[src/sv/kntbl_pkg.sv]
package kntbl_pkg;

  localparam int DefDepth = 64;

  // operation codes
  localparam logic [3:0] OP_CLEAR  = 4'd0;
  localparam logic [3:0] OP_LOOKUP = 4'd1;
  localparam logic [3:0] OP_INSERT = 4'd2;
  localparam logic [3:0] OP_AUTO   = 4'd3;
  localparam logic [3:0] OP_REMOVE = 4'd4;
  localparam logic [3:0] OP_CHID   = 4'd5;
  localparam logic [3:0] OP_CHTYPE = 4'd6;
  localparam logic [3:0] OP_CHEXT  = 4'd7;
  localparam logic [3:0] OP_CHPOS  = 4'd8;

  // status codes
  localparam logic [2:0] ST_OK       = 3'd0;
  localparam logic [2:0] ST_FULL     = 3'd1;
  localparam logic [2:0] ST_DUP      = 3'd2;
  localparam logic [2:0] ST_NOTFOUND = 3'd3;
  localparam logic [2:0] ST_NOFREE   = 3'd4;

  localparam logic [15:0] MaxId = 16'hFFFF;

  // one table entry
  typedef struct packed {
    logic [15:0] id;
    logic [15:0] ty;
    logic [15:0] ext;
    logic [31:0] x;
    logic [31:0] y;
  } node_t;

  localparam int NodeW = $bits(node_t);

  // controller to datapath
  typedef struct packed {
    logic load;
    logic rd;
    logic scan;
    logic act;
    logic shift;
    logic box;
    logic box_start;
  } cmd_t;

  // datapath to controller
  typedef struct packed {
    logic ptr_end;
    logic rv;
    logic shift_go;
  } sts_t;

endpackage

[src/sv/kntbl_ctrl.sv]
module kntbl_ctrl (
  input  logic               clk_i,
  input  logic               rst_ni,
  input  logic               in_valid_i,
  output logic               in_stall_o,
  output logic               out_valid_o,
  input  logic               out_stall_i,
  output kntbl_pkg::cmd_t    cmd_o,
  input  kntbl_pkg::sts_t    sts_i
);
  import kntbl_pkg::*;

  typedef enum logic [2:0] {
    S_IDLE, S_SCAN, S_ACT, S_SHIFT, S_BOX, S_OUT
  } state_e;

  state_e state_q, state_d;
  logic   out_valid_q, out_valid_d;

  // next state and commands
  always_comb begin
    state_d     = state_q;
    out_valid_d = out_valid_q;
    cmd_o       = '0;
    unique case (state_q)
      S_IDLE: begin
        if (in_valid_i) begin
          cmd_o.load = 1'b1;
          state_d    = S_SCAN;
        end
      end
      S_SCAN: begin
        cmd_o.scan = 1'b1;
        cmd_o.rd   = !sts_i.ptr_end;
        if (sts_i.ptr_end && !sts_i.rv) begin
          state_d = S_ACT;
        end
      end
      S_ACT: begin
        cmd_o.act = 1'b1;
        state_d   = sts_i.shift_go ? S_SHIFT : S_BOX;
      end
      S_SHIFT: begin
        cmd_o.shift = 1'b1;
        cmd_o.rd    = !sts_i.ptr_end;
        if (sts_i.ptr_end && !sts_i.rv) begin
          cmd_o.box_start = 1'b1;
          state_d         = S_BOX;
        end
      end
      S_BOX: begin
        cmd_o.box = 1'b1;
        cmd_o.rd  = !sts_i.ptr_end;
        if (sts_i.ptr_end && !sts_i.rv) begin
          out_valid_d = 1'b1;
          state_d     = S_OUT;
        end
      end
      S_OUT: begin
        if (!out_stall_i) begin
          out_valid_d = 1'b0;
          state_d     = S_IDLE;
        end
      end
      default: state_d = S_IDLE;
    endcase
  end

  // state and registered valid
  always_ff @(posedge clk_i or negedge rst_ni) begin
    if (!rst_ni) begin
      state_q     <= S_IDLE;
      out_valid_q <= 1'b0;
    end else begin
      state_q     <= state_d;
      out_valid_q <= out_valid_d;
    end
  end

  assign in_stall_o  = (state_q != S_IDLE);
  assign out_valid_o = out_valid_q;

endmodule

[config.mk]
export PLATFORM = sky130hd
export DESIGN_NAME = kntbl_ctrl
export DESIGN_NICKNAME = d
export VERILOG_FILES = /design/src/sv/kntbl_pkg.sv /design/src/sv/kntbl_ctrl.sv
export SDC_FILE = /design/constraint.sdc
export NUM_CORES = 1
export LEC_CHECK = 0
export BUFFER_PORTS_ARGS = -buffer_cell sky130_fd_sc_hd__buf_2
export CAP_MARGIN = 20
export CORE_AREA = 2 2 39 41
export DETAILED_ROUTE_END_ITERATION = 10
export DIE_AREA = 0 0 41 43
export GPL_TIMING_DRIVEN = 0
export PLACE_DENSITY = 0.56
export SLEW_MARGIN = 10
export SYNTH_ARGS = -nofsm -noshare
export SYNTH_HDL_FRONTEND = slang
export SYNTH_SLANG_ARGS = --single-unit
[constraint.sdc]
create_clock -name clk_i -period 1.26 [get_ports clk_i]
set_input_delay 0.252 -clock clk_i [delete_from_list [all_inputs] [get_ports clk_i]]
set_output_delay 0.252 -clock clk_i [all_outputs]
set_load 0.02 [all_outputs]
==> results.sh <==
export IMPL_reg2regPathDepth=5
export IMPL_wirelength_um=844
export IMPL_power_ir_vdd_worst_mv=0.992
export IMPL_endpoint_kind="output pin"
export IMPL_clock_power_share_pct=9.8
export IMPL_nFillCells=144
export IMPL_row_count=14
export IMPL_num_nets_final=70
export IMPL_grt_pass1_vias=285
export IMPL_finish_instance_area_sq_um=561
export IMPL_finalCoreUtilization_pct=40.5
export IMPL_gpl_final_weighted_congestion=0.752
export IMPL_hold_path_class="input port to flop"
export IMPL_fp_dieArea_sq_mm=0.00176
export IMPL_final_layout_size_suffix_gt1_share_pct=62.3
export IMPL_intPower_mw=0.918
export IMPL_post_route_period_util_pct=122
export IMPL_fin_worst_hold_slack_ns=0.296
export IMPL_synthesized_flop_and_latch_total=4
export IMPL_status="finished, violations left"
export IMPL_die_width_um=41
export IMPL_p_sw_share_pct=43.3
export IMPL_placed_cell_area_sq_um=419
export IMPL_critPathRequiredTime_ns=1.01
export IMPL_comb_power_share_pct=74.7
export IMPL_boundaryPins=16
export IMPL_multi_input_area_sq_um=213
export IMPL_power_density_mw_per_mm2=2890
export IMPL_pins_over_their_slew_limit=0
export IMPL_post_place_cells=68
export IMPL_max_slew_worst_pin_slew_ns=0.235
export IMPL_htree_num_levels=1
export IMPL_synth_cell_types=21
export IMPL_synthCells=37
export IMPL_post_route_drc_count=0
export IMPL_syn_area_sq_um=304
export IMPL_cts_path_max_buffers=2
export IMPL_synth_nets=44
export IMPL_tritoncts_num_buffers=3
export IMPL_total_switching_power_mw=0.700
export IMPL_max_slew_margin_rel_pct=84.2
export IMPL_hold_violations=0
export IMPL_reg2reg_to="state_q[0]"
export IMPL_grt_start_max_net_pins=11
export IMPL_avgRoutedWirePerCell_um=11.0
export IMPL_syn_mean_instance_area_sq_um=8.22
export IMPL_fin_setup_tns_ns=-1.48
export IMPL_route_antenna_remaining_nets=0
export IMPL_grt_overflow_total=0
export IMPL_unrepaired_setup_endpoints_after_global_routing="yes"
export IMPL_via_per_inst=4.56
export IMPL_dr_total_vias=351
export IMPL_syn_to_final_growth_pct=84.4
export IMPL_buffers_added_on_ports=15
export IMPL_clock_sinks=4
export IMPL_detailedRoute_firstPassIterationCount=4
export IMPL_detailedRoute_firstIterationViolations=1
export IMPL_worstPathCellList="or3_4, nor2_4, buf_6"
export IMPL_detailed_place_hpwl_um=509
export IMPL_core_area_sq_mm=0.00138
export IMPL_ys_warn_count=0
export IMPL_tritoncts="built"
export IMPL_seq_area_frac_synth_pct=32.9
export IMPL_clk_pin_slew_ns=0.04
export IMPL_final_min_clock_period_ns=1.54
export IMPL_sequential_cell_area_sq_um=103
export IMPL_worst_r2r_startpoint="state_q[1]"
export IMPL_clk_root_buffer_cell="sky130_fd_sc_hd__clkbuf_4"
export IMPL_crit_path_start_kind="flop"
export IMPL_drv_cap=0
export IMPL_failed_checks="setup timing"
export IMPL_finClkSkew_ns=0.00595
export IMPL_antenna_found_initial=0
export IMPL_seq_power_share_pct=15.5
export IMPL_maxClockFrequency_mhz=651
export IMPL_layoutNonFillerInstCount=77
export IMPL_worstHoldEndpoint="out_valid_o"
export IMPL_critPathMaxFanout=5
export IMPL_setup_viol=8
export IMPL_clock_latency_ns=0.24
export IMPL_critPathArrivalTime_ns=1.28
export IMPL_fp_dieH_um=43
export IMPL_setup_slack_ns=-0.277
export IMPL_insertedDiodeCount=0
export IMPL_crit_path_top_delay_cell="sky130_fd_sc_hd__dfrtp_2"
export IMPL_critical_path_class="flop to output pin"
export IMPL_critical_path_max_stage_delay_ns=0.43
export IMPL_r2r_setup_slack_ns=0.05
export IMPL_hold_start="out_stall_i"
export IMPL_p_leak_nw=0.254
export IMPL_floorplan_initialDensity_pct=22.0
export IMPL_first_pass_grt_wire_length_um=1170
export IMPL_grt_total_usage_pct=10.2
export IMPL_worstHoldPathCells=3
-- power by group through the flow --
stage	clock network, mW	registers (mW)	logic [mW]
global route	0.179	0.260	1.30
finish	0.159	0.251	1.21
CTS	0.163	0.239	0.999
floorplan	0	0.239	0.626
detailed placement	0	0.239	0.819
global placement	0	0.237	0.815
-- cells by family after synthesis --
kind of cell           share of synthesized area [%]
buffers and inverters                           9.88
flip-flops                                      32.9
AND/OR/NAND/NOR                                 30.5
AO/OA/AOI/OAI                                   26.7
-- cells in the mapped netlist --
cell,n,area (sq um)
sky130_fd_sc_hd__inv_1,3,11.3
sky130_fd_sc_hd__a2bb2oi_1,1,8.76
sky130_fd_sc_hd__nand2b_1,2,12.5
sky130_fd_sc_hd__a21oi_1,2,10.0
sky130_fd_sc_hd__and2_1,1,6.26
sky130_fd_sc_hd__o21ai_0,3,15.0
sky130_fd_sc_hd__nor3_1,1,5.00
sky130_fd_sc_hd__or3_4,1,11.3
sky130_fd_sc_hd__nor2_2,2,12.5
sky130_fd_sc_hd__a21boi_0,1,7.51
sky130_fd_sc_hd__nor2b_1,1,6.26
sky130_fd_sc_hd__buf_4,1,7.51
sky130_fd_sc_hd__a32o_1,1,10.0
sky130_fd_sc_hd__o21ai_1,1,5.00
sky130_fd_sc_hd__nor2_1,6,22.5
sky130_fd_sc_hd__nor2b_2,1,8.76
sky130_fd_sc_hd__dfrtp_1,4,100
sky130_fd_sc_hd__o31ai_1,1,7.51
sky130_fd_sc_hd__o2bb2ai_1,2,17.5
sky130_fd_sc_hd__buf_6,1,11.3
sky130_fd_sc_hd__and2b_1,1,7.51
-- critical path: cells and delay by family, from the launching register on --
family	cells	cell delay, ns
flops	1	0.43
simple gates	2	0.51
buf+inv	1	0.11
-- cell type report --
| cell class | instances | share of cell area, % |
|---|---|---|
| multi-input combinational | 28 | 37.9 |
| sequential | 4 | 18.3 |
| tap | 16 | 3.57 |
| inverter | 3 | 2.01 |
| clock buffer | 3 | 4.02 |
| timing repair buffer | 22 | 32.1 |
| buffer | 1 | 2.01 |
-- sequential cells by signal, summed over array words and instances (netlist names) --
signal / count
state_q: 3
out_valid_o: 1
-- stage by stage --
step                total power, mW  setup slack, ns
floorplan                     0.865          -0.0435
global placement               1.05          -0.0930
detailed placement             1.06          -0.0976
CTS                            1.40           -0.296
global route                   1.74           -0.322
finish                         1.62           -0.277
-- per-layer routing --
metal  global-route usage (%)  share of wire, %  vias to the layer above  wire (um)
met4                     8.00               1.8                        0         15
met1                     12.3                40                      155        341
met5                        0                 0                        -          0
met2                     14.1                49                       19        417
li1                         -                 -                      175          -
met3                     3.14               8.3                        2         70
-- cells in the final DEF (no fill, tap or decap), types with 2 or more instances in the layout --
cell,netlist,final
sky130_fd_sc_hd__nor2_4,0,3
sky130_fd_sc_hd__o21ai_0,3,3
sky130_fd_sc_hd__dfrtp_2,0,2
sky130_fd_sc_hd__o2bb2ai_1,2,2
sky130_fd_sc_hd__inv_1,3,2
sky130_fd_sc_hd__clkbuf_4,0,3
sky130_fd_sc_hd__buf_6,1,9
sky130_fd_sc_hd__buf_2,0,7
sky130_fd_sc_hd__nor2_1,6,4
sky130_fd_sc_hd__buf_4,1,6
sky130_fd_sc_hd__a21oi_1,2,2
sky130_fd_sc_hd__dfrtp_1,4,2
-- timing repair --
action | CTS | global route
pin swaps | 2 | 1
endpoints found under the setup margin | 8 | 8
buffers inserted | 2 | 4
resized for setup | 14 | 11
hold buffers | 1 | 0
endpoints found under the hold margin | 4 | 0
-- worst max path at each step --
stage / startpoint / to / slack (ns) / cells past startpoint
after CTS: state_q[0] / cmd_o[6] / -0.30 / 4
after global routing: state_q[1] / cmd_o[6] / -0.32 / 3
after floorplan: state_q[0] / cmd_o[6] / -0.04 / 3
final: state_q[1] / cmd_o[6] / -0.28 / 3
after detailed placement: state_q[1] / cmd_o[6] / -0.1 / 3
after global placement: state_q[2] / cmd_o[5] / -0.09 / 5
Power figures use the tool's default switching activity.
